**config.mk**
```make
export PLATFORM = sky130hd
export DESIGN_NAME = sector_color_signature_flat
export DESIGN_NICKNAME = d
export VERILOG_FILES = /design/src/hdl/scs_pkg.sv /design/src/hdl/scs_if.sv /design/src/hdl/sector_color_signature.sv /design/src/hdl/scs_front.sv /design/src/hdl/scs_fifo.sv /design/src/hdl/scs_back.sv /design/src/flat_wrapper.sv
export SDC_FILE = /design/constraint.sdc
export NUM_CORES = 1
export LEC_CHECK = 0
export ABC_AREA = 1
export BUFFER_PORTS_ARGS = -buffer_cell sky130_fd_sc_hd__buf_2
export CAP_MARGIN = 20
export CELL_PAD_IN_SITES_DETAIL_PLACEMENT = 1
export CELL_PAD_IN_SITES_GLOBAL_PLACEMENT = 1
export CORE_MARGIN = 3
export CORE_UTILIZATION = 41
export DETAILED_ROUTE_END_ITERATION = 16
export PLACE_DENSITY_LB_ADDON = 0.1
export SLEW_MARGIN = 25
export SYNTH_ARGS = -nofsm -noshare
export SYNTH_HDL_FRONTEND = slang
export SYNTH_SLANG_ARGS = --single-unit
```
**constraint.sdc**
```tcl
create_clock -name clk -period 7.1 [get_ports clk]
set_input_delay 0.71 -clock clk [delete_from_list [all_inputs] [get_ports clk]]
set_output_delay 0.71 -clock clk [all_outputs]
set_load 0.1 [all_outputs]
```
**src/hdl/scs_pkg.sv**
```systemverilog
package scs_pkg;

    localparam int COUNT_WIDTH = 24;
    localparam int NUM_COLORS  = 10;
    localparam int COLOR_W     = $clog2(NUM_COLORS);
    localparam int QUEUE_DEPTH = 2;
    localparam int QUEUE_PTR_W = $clog2(QUEUE_DEPTH);
    localparam int QUEUE_CNT_W = $clog2(QUEUE_DEPTH + 1);

    typedef logic [7:0]             chan_t;
    typedef logic [COLOR_W-1:0]     color_t;
    typedef logic [NUM_COLORS-1:0]  mask_t;
    typedef logic [COUNT_WIDTH-1:0] count_t;

    typedef struct packed {
        color_t ca;
        color_t cb;
        color_t cc;
        logic   three;
        logic   sec_end;
        logic   frm_end;
    } item_t;

    typedef struct packed {
        logic  valid;
        item_t item;
    } queue_t;

endpackage

```
**src/hdl/scs_if.sv**
```systemverilog
interface scs_pix_if import scs_pkg::*; ();
    logic  valid;
    logic  ready;
    chan_t hue_a;
    chan_t sat_a;
    chan_t val_a;
    chan_t hue_b;
    chan_t sat_b;
    chan_t val_b;
    chan_t hue_c;
    chan_t sat_c;
    chan_t val_c;
    logic  sector_end;
    logic  frame_end;

    modport source (output valid, hue_a, sat_a, val_a, hue_b, sat_b, val_b,
                    hue_c, sat_c, val_c, sector_end, frame_end, input ready);
    modport sink (input valid, hue_a, sat_a, val_a, hue_b, sat_b, val_b,
                  hue_c, sat_c, val_c, sector_end, frame_end, output ready);
endinterface

interface scs_res_if import scs_pkg::*; ();
    logic  valid;
    logic  ready;
    logic  result_kind;
    mask_t mask_a;
    mask_t mask_b;
    mask_t mask_c;
    mask_t frame_key;
    logic  last;

    modport source (output valid, result_kind, mask_a, mask_b, mask_c, frame_key, last,
                    input ready);
    modport sink (input valid, result_kind, mask_a, mask_b, mask_c, frame_key, last,
                  output ready);
endinterface

interface scs_cfg_if import scs_pkg::*; ();
    logic valid;
    logic ready;
    logic frame_mode;

    modport source (output valid, frame_mode, input ready);
    modport sink (input valid, frame_mode, output ready);
endinterface

```
**src/hdl/sector_color_signature.sv**
```systemverilog
// sector_color_signature: sorts each pixel (frame a, or frames a, b and c when
// frame_mode is 1) into one of ten colors and reports per-sector presence masks
// plus, at frame end, a key of the three most frequent frame-a colors. Pixels
// are taken one per cycle while the queue has room or the input stage is empty;
// a pixel is classified in the input stage, passes a two-entry queue and is
// applied by the back end when popped. A sector end gives one result, a frame end
// two. A frame end holds the back end for the ranking pass, which walks the ten
// histogram counters through one comparator row, and for delivery of the key;
// the input side keeps taking pixels until the queue and input stage fill.
// frame_mode may only be written while the block is idle.
module sector_color_signature import scs_pkg::*;
(
    input  logic      clk,
    input  logic      rst_n,
    scs_pix_if.sink   pix,
    scs_cfg_if.sink   cfg,
    scs_res_if.source res
);

    queue_t push;
    logic   push_ready;
    queue_t head;
    logic   pop;

    scs_front u_front (
        .clk        (clk),
        .rst_n      (rst_n),
        .pix        (pix),
        .cfg        (cfg),
        .push       (push),
        .push_ready (push_ready)
    );

    scs_fifo u_fifo (
        .clk        (clk),
        .rst_n      (rst_n),
        .push       (push),
        .push_ready (push_ready),
        .head       (head),
        .pop        (pop)
    );

    scs_back u_back (
        .clk   (clk),
        .rst_n (rst_n),
        .head  (head),
        .pop   (pop),
        .res   (res)
    );

endmodule

```
**src/hdl/scs_front.sv**
```systemverilog
module scs_front import scs_pkg::*;
(
    input  logic          clk,
    input  logic          rst_n,
    scs_pix_if.sink       pix,
    scs_cfg_if.sink       cfg,
    output queue_t        push,
    input  logic          push_ready
);

    localparam color_t COLOR_BLACK  = color_t'(0);
    localparam color_t COLOR_WHITE  = color_t'(1);
    localparam color_t COLOR_GREY   = color_t'(2);
    localparam color_t COLOR_RED    = color_t'(3);
    localparam color_t COLOR_ORANGE = color_t'(4);
    localparam color_t COLOR_YELLOW = color_t'(5);
    localparam color_t COLOR_GREEN  = color_t'(6);
    localparam color_t COLOR_CYAN   = color_t'(7);
    localparam color_t COLOR_BLUE   = color_t'(8);
    localparam color_t COLOR_VIOLET = color_t'(9);

    function automatic color_t classify(chan_t h, chan_t s, chan_t v);
        color_t c;
        priority if (v < 8'd75)                c = COLOR_BLACK;
        else if (v > 8'd190 && s < 8'd27)      c = COLOR_WHITE;
        else if (s < 8'd53 && v < 8'd185)      c = COLOR_GREY;
        else if (h < 8'd7)                     c = COLOR_RED;
        else if (h < 8'd25)                    c = COLOR_ORANGE;
        else if (h < 8'd34)                    c = COLOR_YELLOW;
        else if (h < 8'd73)                    c = COLOR_GREEN;
        else if (h < 8'd102)                   c = COLOR_CYAN;
        else if (h < 8'd140)                   c = COLOR_BLUE;
        else if (h < 8'd170)                   c = COLOR_VIOLET;
        else                                   c = COLOR_RED;
        return c;
    endfunction

    logic  mode_reg;
    logic  stage_valid_reg;
    item_t stage_item_reg;
    logic  take;

    assign cfg.ready = 1'b1;
    assign pix.ready = !stage_valid_reg || push_ready;
    assign take      = pix.valid && pix.ready;

    assign push.valid = stage_valid_reg;
    assign push.item  = stage_item_reg;

    always_ff @(posedge clk or negedge rst_n)
    begin
        if (!rst_n)
        begin
            mode_reg        <= 1'b0;
            stage_valid_reg <= 1'b0;
        end
        else
        begin
            if (cfg.valid)
            begin
                mode_reg <= cfg.frame_mode;
            end
            if (take)
            begin
                stage_valid_reg <= 1'b1;
            end
            else if (push_ready)
            begin
                stage_valid_reg <= 1'b0;
            end
        end
    end

    always_ff @(posedge clk)
    begin
        if (take)
        begin
            stage_item_reg.ca      <= classify(pix.hue_a, pix.sat_a, pix.val_a);
            stage_item_reg.cb      <= classify(pix.hue_b, pix.sat_b, pix.val_b);
            stage_item_reg.cc      <= classify(pix.hue_c, pix.sat_c, pix.val_c);
            stage_item_reg.three   <= mode_reg;
            stage_item_reg.sec_end <= pix.sector_end;
            stage_item_reg.frm_end <= pix.frame_end;
        end
    end

endmodule

```
**src/hdl/scs_fifo.sv**
```systemverilog
module scs_fifo import scs_pkg::*;
(
    input  logic   clk,
    input  logic   rst_n,
    input  queue_t push,
    output logic   push_ready,
    output queue_t head,
    input  logic   pop
);

    item_t                  mem_reg [QUEUE_DEPTH];
    logic [QUEUE_PTR_W-1:0] wr_ptr_reg;
    logic [QUEUE_PTR_W-1:0] rd_ptr_reg;
    logic [QUEUE_CNT_W-1:0] count_reg;
    logic                   do_push;
    logic                   do_pop;

    assign push_ready = (count_reg != QUEUE_CNT_W'(QUEUE_DEPTH));
    assign do_push    = push.valid && push_ready;
    assign do_pop     = pop && (count_reg != '0);
    assign head.valid = (count_reg != '0);
    assign head.item  = mem_reg[rd_ptr_reg];

    always_ff @(posedge clk or negedge rst_n)
    begin
        if (!rst_n)
        begin
            wr_ptr_reg <= '0;
            rd_ptr_reg <= '0;
            count_reg  <= '0;
        end
        else
        begin
            if (do_push)
            begin
                wr_ptr_reg <= (wr_ptr_reg == QUEUE_PTR_W'(QUEUE_DEPTH - 1)) ? '0
                              : wr_ptr_reg + QUEUE_PTR_W'(1);
            end
            if (do_pop)
            begin
                rd_ptr_reg <= (rd_ptr_reg == QUEUE_PTR_W'(QUEUE_DEPTH - 1)) ? '0
                              : rd_ptr_reg + QUEUE_PTR_W'(1);
            end
            unique case ({do_push, do_pop})
                2'b10:   count_reg <= count_reg + QUEUE_CNT_W'(1);
                2'b01:   count_reg <= count_reg - QUEUE_CNT_W'(1);
                default: count_reg <= count_reg;
            endcase
        end
    end

    always_ff @(posedge clk)
    begin
        if (do_push)
        begin
            mem_reg[wr_ptr_reg] <= push.item;
        end
    end

endmodule

```
**src/hdl/scs_back.sv**
```systemverilog
module scs_back import scs_pkg::*;
(
    input  logic     clk,
    input  logic     rst_n,
    input  queue_t   head,
    output logic     pop,
    scs_res_if.source res
);

    localparam logic KIND_SECTOR = 1'b0;
    localparam logic KIND_KEY    = 1'b1;
    localparam int   RANK_W      = $clog2(NUM_COLORS);

    typedef enum logic [1:0] {
        S_RUN,
        S_RANK,
        S_KEY
    } state_t;

    state_t            state_reg;
    count_t            hist_reg [NUM_COLORS];
    mask_t             pres_a_reg;
    mask_t             pres_b_reg;
    mask_t             pres_c_reg;
    mask_t             key_reg;
    logic [RANK_W-1:0] rank_reg;

    logic  out_valid_reg;
    logic  out_kind_reg;
    mask_t out_a_reg;
    mask_t out_b_reg;
    mask_t out_c_reg;
    mask_t out_key_reg;
    logic  out_last_reg;

    logic              out_free;
    logic              out_load;
    logic              is_end;
    mask_t             pres_a_next;
    mask_t             pres_b_next;
    mask_t             pres_c_next;
    logic [RANK_W-1:0] above;
    logic [RANK_W-1:0] tie_lim;

    assign res.valid       = out_valid_reg;
    assign res.result_kind = out_kind_reg;
    assign res.mask_a      = out_a_reg;
    assign res.mask_b      = out_b_reg;
    assign res.mask_c      = out_c_reg;
    assign res.frame_key   = out_key_reg;
    assign res.last        = out_last_reg;

    assign out_free = !out_valid_reg || res.ready;
    assign is_end   = head.item.sec_end || head.item.frm_end;
    assign pop      = (state_reg == S_RUN) && head.valid && (!is_end || out_free);
    assign out_load = (pop && is_end) || ((state_reg == S_KEY) && out_free);

    assign pres_a_next = pres_a_reg | (mask_t'(1) << head.item.ca);
    assign pres_b_next = head.item.three ? (pres_b_reg | (mask_t'(1) << head.item.cb))
                                         : pres_b_reg;
    assign pres_c_next = head.item.three ? (pres_c_reg | (mask_t'(1) << head.item.cc))
                                         : pres_c_reg;

    // entry 0 holds color rank_reg; entry j holds color (rank_reg + j) mod 10
    assign tie_lim = RANK_W'(NUM_COLORS) - rank_reg;

    always_comb
    begin
        above = '0;
        for (int j = 1; j < NUM_COLORS; j++)
        begin
            if (hist_reg[j] > hist_reg[0] ||
                (hist_reg[j] == hist_reg[0] && RANK_W'(j) < tie_lim))
            begin
                above = above + RANK_W'(1);
            end
        end
    end

    always_ff @(posedge clk or negedge rst_n)
    begin
        if (!rst_n)
        begin
            state_reg     <= S_RUN;
            pres_a_reg    <= '0;
            pres_b_reg    <= '0;
            pres_c_reg    <= '0;
            key_reg       <= '0;
            rank_reg      <= '0;
            out_valid_reg <= 1'b0;
            out_kind_reg  <= KIND_SECTOR;
            out_a_reg     <= '0;
            out_b_reg     <= '0;
            out_c_reg     <= '0;
            out_key_reg   <= '0;
            out_last_reg  <= 1'b0;
            for (int j = 0; j < NUM_COLORS; j++)
            begin
                hist_reg[j] <= '0;
            end
        end
        else
        begin
            if (out_load)
            begin
                out_valid_reg <= 1'b1;
            end
            else if (res.ready)
            begin
                out_valid_reg <= 1'b0;
            end
            unique case (state_reg)
                S_RUN:
                begin
                    if (pop)
                    begin
                        for (int j = 0; j < NUM_COLORS; j++)
                        begin
                            if (head.item.ca == color_t'(j) && hist_reg[j] != '1)
                            begin
                                hist_reg[j] <= hist_reg[j] + count_t'(1);
                            end
                        end
                        if (is_end)
                        begin
                            out_kind_reg  <= KIND_SECTOR;
                            out_a_reg     <= pres_a_next;
                            out_b_reg     <= head.item.three ? pres_b_next : '0;
                            out_c_reg     <= head.item.three ? pres_c_next : '0;
                            out_key_reg   <= '0;
                            out_last_reg  <= !head.item.frm_end;
                            pres_a_reg    <= '0;
                            pres_b_reg    <= '0;
                            pres_c_reg    <= '0;
                            if (head.item.frm_end)
                            begin
                                state_reg <= S_RANK;
                                rank_reg  <= '0;
                                key_reg   <= '0;
                            end
                        end
                        else
                        begin
                            pres_a_reg <= pres_a_next;
                            pres_b_reg <= pres_b_next;
                            pres_c_reg <= pres_c_next;
                        end
                    end
                end
                S_RANK:
                begin
                    if (above < RANK_W'(3))
                    begin
                        key_reg <= key_reg | (mask_t'(1) << rank_reg);
                    end
                    for (int j = 0; j < NUM_COLORS; j++)
                    begin
                        hist_reg[j] <= hist_reg[(j == NUM_COLORS - 1) ? 0 : j + 1];
                    end
                    if (rank_reg == RANK_W'(NUM_COLORS - 1))
                    begin
                        state_reg <= S_KEY;
                    end
                    else
                    begin
                        rank_reg <= rank_reg + RANK_W'(1);
                    end
                end
                S_KEY:
                begin
                    if (out_free)
                    begin
                        out_kind_reg  <= KIND_KEY;
                        out_a_reg     <= '0;
                        out_b_reg     <= '0;
                        out_c_reg     <= '0;
                        out_key_reg   <= key_reg;
                        out_last_reg  <= 1'b1;
                        state_reg     <= S_RUN;
                        for (int j = 0; j < NUM_COLORS; j++)
                        begin
                            hist_reg[j] <= '0;
                        end
                    end
                end
                default:
                begin
                    state_reg <= S_RUN;
                end
            endcase
        end
    end

endmodule

```
**src/flat_wrapper.sv**
```systemverilog
// flat-port wrapper written by rule: the top's interface ports become plain ports
module sector_color_signature_flat import scs_pkg::*;
  (clk, rst_n, pix_valid, pix_hue_a, pix_sat_a, pix_val_a, pix_hue_b, pix_sat_b, pix_val_b, pix_hue_c, pix_sat_c, pix_val_c, pix_sector_end, pix_frame_end, pix_ready, cfg_valid, cfg_frame_mode, cfg_ready, res_valid, res_result_kind, res_mask_a, res_mask_b, res_mask_c, res_frame_key, res_last, res_ready);
  scs_pix_if pix_i ();
  scs_cfg_if cfg_i ();
  scs_res_if res_i ();
  input  logic clk;
  input  logic rst_n;
  input wire logic [$bits(pix_i.valid)-1:0] pix_valid;
  input wire logic [$bits(pix_i.hue_a)-1:0] pix_hue_a;
  input wire logic [$bits(pix_i.sat_a)-1:0] pix_sat_a;
  input wire logic [$bits(pix_i.val_a)-1:0] pix_val_a;
  input wire logic [$bits(pix_i.hue_b)-1:0] pix_hue_b;
  input wire logic [$bits(pix_i.sat_b)-1:0] pix_sat_b;
  input wire logic [$bits(pix_i.val_b)-1:0] pix_val_b;
  input wire logic [$bits(pix_i.hue_c)-1:0] pix_hue_c;
  input wire logic [$bits(pix_i.sat_c)-1:0] pix_sat_c;
  input wire logic [$bits(pix_i.val_c)-1:0] pix_val_c;
  input wire logic [$bits(pix_i.sector_end)-1:0] pix_sector_end;
  input wire logic [$bits(pix_i.frame_end)-1:0] pix_frame_end;
  output wire logic [$bits(pix_i.ready)-1:0] pix_ready;
  input wire logic [$bits(cfg_i.valid)-1:0] cfg_valid;
  input wire logic [$bits(cfg_i.frame_mode)-1:0] cfg_frame_mode;
  output wire logic [$bits(cfg_i.ready)-1:0] cfg_ready;
  output wire logic [$bits(res_i.valid)-1:0] res_valid;
  output wire logic [$bits(res_i.result_kind)-1:0] res_result_kind;
  output wire logic [$bits(res_i.mask_a)-1:0] res_mask_a;
  output wire logic [$bits(res_i.mask_b)-1:0] res_mask_b;
  output wire logic [$bits(res_i.mask_c)-1:0] res_mask_c;
  output wire logic [$bits(res_i.frame_key)-1:0] res_frame_key;
  output wire logic [$bits(res_i.last)-1:0] res_last;
  input wire logic [$bits(res_i.ready)-1:0] res_ready;
  assign pix_i.valid = pix_valid;
  assign pix_i.hue_a = pix_hue_a;
  assign pix_i.sat_a = pix_sat_a;
  assign pix_i.val_a = pix_val_a;
  assign pix_i.hue_b = pix_hue_b;
  assign pix_i.sat_b = pix_sat_b;
  assign pix_i.val_b = pix_val_b;
  assign pix_i.hue_c = pix_hue_c;
  assign pix_i.sat_c = pix_sat_c;
  assign pix_i.val_c = pix_val_c;
  assign pix_i.sector_end = pix_sector_end;
  assign pix_i.frame_end = pix_frame_end;
  assign pix_ready = pix_i.ready;
  assign cfg_i.valid = cfg_valid;
  assign cfg_i.frame_mode = cfg_frame_mode;
  assign cfg_ready = cfg_i.ready;
  assign res_valid = res_i.valid;
  assign res_result_kind = res_i.result_kind;
  assign res_mask_a = res_i.mask_a;
  assign res_mask_b = res_i.mask_b;
  assign res_mask_c = res_i.mask_c;
  assign res_frame_key = res_i.frame_key;
  assign res_last = res_i.last;
  assign res_i.ready = res_ready;
  sector_color_signature u_core (.clk(clk), .rst_n(rst_n), .pix(pix_i), .cfg(cfg_i), .res(res_i));
endmodule
```
Word-level counts from Yosys, hierarchy flattened
Memories as Yosys holds them, arrays and structs flattened.
Cells that the tools add are included.
- $add $sub $neg: 24
- $lt $le $gt $ge: 55
- equality and inequality tests: 51
- shift-type cells: 4
- mux-type cells: 102
- bitwise gates (word level): 4
- reductions and logical operators: 83
- operators with widths (kind ; count):
    one-hot mux 240 bit (3 select lines) ; 1
    2-to-1 mux 240 bit ; 2
    adder 24 x 1 -> 24 bit, second input constant ; 10
    2-to-1 mux 24 bit ; 10
    inequality test 24 bit, second input constant ; 10
    equality test 24 bit ; 9
    > comparator 24 bit ; 9
    2-to-1 mux 10 bit ; 21
    one-hot mux 10 bit (2 select lines) ; 5
    < comparator 8 x 7 -> 1 bit, second input constant ; 9
    < comparator 8 bit, second input constant ; 9
    2-to-1 mux 4 bit ; 18
    < comparator 8 x 5 -> 1 bit, second input constant ; 6
    < comparator 8 x 6 -> 1 bit, second input constant ; 6
    AND reduction 4 bit ; 11
    bitwise OR 10 bit ; 4
    left shift 1 x 4 -> 10 bit, first input constant ; 4
    adder 4 x 1 -> 4 bit, second input constant ; 9
    2-to-1 mux 3 bit ; 12
    logical AND 1 bit ; 32
    > comparator 8 bit, second input constant ; 3
    < comparator 8 x 3 -> 1 bit, second input constant ; 3
    OR reduction 8 bit ; 3
    2-to-1 mux 2 bit ; 11
    32 further kinds ; 106
- register bits: 350
- memory bits (writable): 30
- input port bits: 80
- output and inout bits: 45
- logic and storage cells: 367
- memories: 1
- memories (memory ; depth ; bits a word ; rd ports ; clocked after Yosys merged registers in ; write ports ; line ; source):
    u_core.u_fifo.mem_reg ; 2 ; 15 ; 1 ; 0 ; 1 ; scs_fifo.sv:11 ; item_t mem_reg [QUEUE_DEPTH];

Depth between registers and ports, before layout
- depth in word-level cells: 24
- gate-level depth with buffers: 40
- mapped depth without buffers: 40

By module
Synthesis repeated with hierarchy kept, for this count alone.
- cell total of the unflattened synthesis: 3818
- area, all modules: 28040.6 µm²
- by module, submodules not included (module ; times used ; cells each ; area an instance (µm²) ; sequential area each (µm²)):
    scs_back ; 1 ; 3452 ; 25085.3 ; 8232.9
    scs_front ; 1 ; 258 ; 1610.3 ; 500.5
    scs_fifo ; 1 ; 108 ; 1345.0 ; 1001.0

Worst setup path after synthesis
Ideal clock, no wire load.
- kind: register to register
- start: reg u_core.u_back.hist_reg[230] in the netlist's numbering
- end: reg u_core.u_back.key_reg[0]
- library setup time: 0.078 ns
- arrival time: 5.106 ns
- required time: 7.022 ns
- path slack: 1.915 ns
- cell stages (with the launch flop): 35
- path buffers: 0
- period minus slack after synthesis: 5.185 ns
- cell sequence: dfrtp_1 -> inv_1 -> ha_1 -> nand2_1 -> nor2_1 -> nand4_1 -> nor2_1 -> nand2_1 -> nand3_1 -> nand2_1 -> nand2_1 -> inv_1 -> ha_1 -> inv_1 -> nand3_1 -> nand2_1 -> ha_1 -> nand2_1 -> o21ai_0 -> ha_1 -> nand2_1 -> nand2_1 -> xor2_1 -> o21ai_0 -> ha_1 -> or2_2 -> nand3_1 -> nand2_1 -> ha_1 -> or2_2 -> nand2_1 -> nor2_2 -> nor2_8 -> nand3_1 -> a21oi_1
- word-level cells in the longest chain between the ends: 23
- elaborated cells on any way between the ends: 56
- those cells by class: add/sub: 8; order compare: 10; eq/ne: 10; mux: 9; reduce/logical: 19
- ends and longest elaborated chain (item ; line ; source):
    from (decl) ; scs_back.sv:21 ; count_t hist_reg [NUM_COLORS];
    from (signal, indexed assignment) ; scs_back.sv:121 ; hist_reg[j] <= hist_reg[j] + count_t'(1);
    from (signal, indexed assignment) ; scs_back.sv:158 ; hist_reg[j] <= hist_reg[(j == NUM_COLORS - 1) ? 0 : j + 1];
    parallel branches: the longest is 19 deep, another holds > comparator 24 bit ; - ;
    2-to-1 mux 4 bit (*) ; scs_back.sv:72 ; if (hist_reg[j] > hist_reg[0] ||
    < comparator 4 x 2 -> 1 bit (*) ; scs_back.sv:152 ; if (above < RANK_W'(3))
    inequality test 2 bit (no line) (*) ; - ;
    AND reduction 5 bit (no line) (*) ; - ;
    to (signal assigned) ; scs_back.sv:154 ; key_reg <= key_reg | (mask_t'(1) << rank_reg);
    to (decl) ; scs_back.sv:25 ; mask_t key_reg;
Every way passes the cells marked *.
A chain may end at the register's enable or synchronous reset.

Worst setup path in the final report
- start: reg u_core.u_back.hist_reg[239] in the netlist's numbering
- end: reg u_core.u_back.key_reg[4]
The elaborated chain is that of the path after synthesis.

==> results <==
- The flow ran to the end, and the final reports show no timing, DRC or antenna violations.
- Dividing the detail-routed via count by the number of cells gives 5.54.
- The first-pass GRT wire length is 156000 um.
- The area added between synthesis and finish is 12.3%.
- In this run the post-CTS setup repair buffer count came out at 0.
- The count of buffers inserted at the top-level ports is 123.
- The number of slew-limit violations in the final report is 0.
- The register with the most flip-flops in the layout has 240 of them.
- In the final routed layout, each cell accounts on average for 20.5 um.
- The total number of clock tree sinks is 380.
- The post-route clock skew is 0.0172 ns.
- Counting both buffers and inverters, the worst setup path holds a total of 2.
- Counting every net in the synthesized netlist gives 4093.
- The path class of the tightest hold or removal check is in -> async.
- The share of synthesized area in the top cell type comes to 0.300.
- The final cell count without fillers is 4770.
- During synthesis, Yosys emitted a total of 0 warnings.
- Once the clock tree was built, the resizer swapped 0 gates to a different size.
- In this design, the critical path's most frequently occurring cell is sky130_fd_sc_hd__nand2_1.
- Including well taps, the total number of placed cells is 4673.
- The share of the Yosys chip area taken by registers is 0.348.
- The clock insertion delay at the later pin of the skew report is 0.61 ns.
- The async set-reset flop share out of synthesis is 0.882.
- The number of global-route vias before repair is 26900.
- The slack of the worst reg-to-reg path is 0.96 ns.
- The startpoint type of the worst setup path is a flop.
- The worst setup margin is 0.958 ns.
- The initial antenna violation count is 1.
- The classification of the worst setup path is reg -> reg.
- The overall overflow remaining after global route is 0.
- Along the worst path, the maximum fanout reaches 10.
- The number of register bits inferred by synthesis is 380.
- The average footprint of a synthesized cell is 7.43 um2.
- The worst path needs 6.14 ns of the cycle, external delays included.
- The cell type group with the largest total delay on the critical path is simple AND/OR/NAND/NOR gates.
- The most used flip-flop cell after synthesis is sky130_fd_sc_hd__dfrtp_1.
- In this run the remaining antenna-violating nets after routing total 0.
- For this run, the top clock speed supported by timing is 0.163 GHz.
- The synthesized design spends more area on one cell type than any other, namely sky130_fd_sc_hd__dfrtp_1.
- The maximum number of pins on one net before global-route repair is 123.
- The final layout contains routed wiring with a total length of 97900 um.
- The largest single stage delay on the critical path is 0.44 ns.
- In this run, distinct cell masters in the synthesized netlist total 67.
- The congestion estimate from routability-driven global placement came to 0.891.
- The worst path required time is 7.61 ns.
- In the global route stage, overall resource usage came out at 0.275.
- The overall die area is 71400 um2.
- For this run, the share of the core covered by cells in the final layout is 0.466.
- The max-slew headroom at the worst pin is 0.325.
- In this run the deepest clock path goes through 3 buffers.
- The core region is 67400 um2.
- The floorplan has 95 rows.
- The startpoint identified for the worst register-to-register timing path is u_core.u_back.hist_reg[239].
- The die is 267 um tall.
- The worst register-to-register path has a depth of 33.
- The pre-antenna-repair detailed-routing pass consisted of 5 iterations.
- The critical path's slowest cell is sky130_fd_sc_hd__ha_1.
- Setup repair after global routing left no endpoint under its margin.
- The number of enable-type register cells in the synthesized netlist is 45.
- The arrival time at the worst endpoint is 6.66 ns.
- The fraction of layout cells with a size suffix above 1 is 0.0844.
- The slew at the pin closest to its max-slew limit is 1.01 ns.
- By area the synthesized netlist is led by sky130_fd_sc_hd__dfrtp_1, sky130_fd_sc_hd__ha_1, sky130_fd_sc_hd__nand2_1.
- The total count of hold-check failures in the final report is 0.
- Measured along the x axis, the die boundary spans 267 um.
- Setup total negative slack on the finished layout was measured at 0 ns.
- The worst register-to-register path ends at u_core.u_back.key_reg[4].
- Clock tree synthesis inserted a total of 49 buffers.
- The clock edge transition at the registers on the reported setup and hold paths is 0.06 ns.
- The initial utilization of the core area, before any placement, comes to 0.415.
- The layout net count is 4181.
- Counting buffers and inverters, the worst setup path is 33 cells deep.
- The critical path ends at u_core.u_back.key_reg[4].
- The number of hold buffers added after CTS was 0.
- The number of H-tree branching levels is 2.
- The cell with the most instances after synthesis is sky130_fd_sc_hd__nand2_1.
- The most critical setup path has its startpoint at u_core.u_back.hist_reg[239].
- The master cell of the clock root buffer is sky130_fd_sc_hd__clkbuf_16.
- The number of setup violations in the final report is 0.
- The first routing iteration left 1427 violations.
- The synthesized netlist occupies a cell area of 28000 um2.
- Prior to clock tree synthesis, the placed netlist has a worst setup slack of 1.00 ns.
- The gate count of the mapped netlist is 3767.
- In the routed design, unresolved DRC markers number 0.
- TritonCTS built the clock tree.
- In the synthesized netlist, the cells that appear most often are sky130_fd_sc_hd__nand2_1, sky130_fd_sc_hd__inv_1, sky130_fd_sc_hd__nor2_1, sky130_fd_sc_hd__o21ai_0, sky130_fd_sc_hd__dfrtp_1.
- Max-cap violations in this run came to 0.
- The number of vias after detailed routing is 26400.
- The half-perimeter wire length after placement is 73600 um.
- In the finished design, the share of the clock period the worst path needs comes to 0.865.
- The capturing element type of the critical path is a flop.
- The I/O pin count is 125.
worst min path at each step:
stage	slack [ns]	cells past startpoint	end	start
floorplan	0.41	0	u_core.u_back.hist_reg[0]	rst_n
global placement	0.43	0	u_core.u_fifo.mem_reg[0][1]	u_core.u_front.push[1]
detailed placement	0.44	0	u_core.u_fifo.mem_reg[0][12]	u_core.u_front.push[12]
CTS	0.15	1	u_core.u_back.res.mask_b[8]	rst_n
global route	0.18	1	u_core.u_back.pres_b_reg[8]	rst_n
finish	0.13	1	u_core.u_back.pres_b_reg[8]	rst_n
area by class of cell:
| type | count | area [um2] |
|---|---|---|
| Antenna cell | 1 | 2.50 |
| Clock inverter | 26 | 363 |
| Timing Repair Buffer | 163 | 1020 |
| Multi-Input combinational cell | 2743 | 15900 |
| Clock buffer | 66 | 1390 |
| Fill cell | 8472 | 36000 |
| Tap cell | 873 | 1090 |
| Inverter | 518 | 1950 |
| Sequential cell | 380 | 9730 |
kinds of logic (layout without fill, tap and decap cells):
| logic type | Yosys count | after routing | share of synthesized area |
|---|---|---|---|
| XOR/XNOR | 120 | 120 | 0.0382 |
| buffers and inverters | 644 | 773 | 0.0892 |
| multiplexers | 5 | 5 | 0.00197 |
| AND/OR/NAND/NOR | 1471 | 1471 | 0.227 |
| flip-flops | 380 | 380 | 0.348 |
| other | 1 | 2 | 0.000134 |
| AO/OA/AOI/OAI | 900 | 900 | 0.186 |
| adder cells (fa/ha/maj) | 246 | 246 | 0.110 |
per-layer routing:
layer / vias up / part of all wire / GRT usage
li1: 12900 / - / -
met1: 13000 / 0.44 / 0.351
met2: 422 / 0.50 / 0.497
met3: 132 / 0.031 / 0.0249
met4: 0 / 0.027 / 0.0759
met5: - / 0 / 0
stage by stage:
step	hold WS (ns)	cell area, um2
5_1_grt	0.183	31400
6_report	0.133	31400
2_1_floorplan	0.414	28000
3_5_place_dp	0.437	29600
4_1_cts	0.150	31300
3_3_place_gp	0.430	29600
placed cells by master, fill, tap and decap left out, types with 12 or more instances in the layout:
cell,instances
sky130_fd_sc_hd__buf_4,34
sky130_fd_sc_hd__nand2_1,708
sky130_fd_sc_hd__o21ai_0,352
sky130_fd_sc_hd__dfrtp_1,335
sky130_fd_sc_hd__o32ai_1,30
sky130_fd_sc_hd__nor3_1,81
sky130_fd_sc_hd__clkinv_2,14
sky130_fd_sc_hd__nand3_1,152
sky130_fd_sc_hd__o21a_1,19
sky130_fd_sc_hd__inv_1,510
sky130_fd_sc_hd__nand4_1,55
sky130_fd_sc_hd__edfxtp_1,45
sky130_fd_sc_hd__ha_1,245
sky130_fd_sc_hd__o22ai_1,84
sky130_fd_sc_hd__a22oi_1,66
sky130_fd_sc_hd__a21o_1,12
sky130_fd_sc_hd__nor4_1,38
sky130_fd_sc_hd__a31oi_1,32
sky130_fd_sc_hd__or2_2,19
sky130_fd_sc_hd__xor2_1,109
sky130_fd_sc_hd__clkbuf_16,49
sky130_fd_sc_hd__nand2_2,13
sky130_fd_sc_hd__a21oi_1,237
sky130_fd_sc_hd__buf_2,122
sky130_fd_sc_hd__nor2_1,357
Power is left out: the tool's default activity adds up to more than one toggle a clock period on the data nets, which glitch-free logic cannot reach.
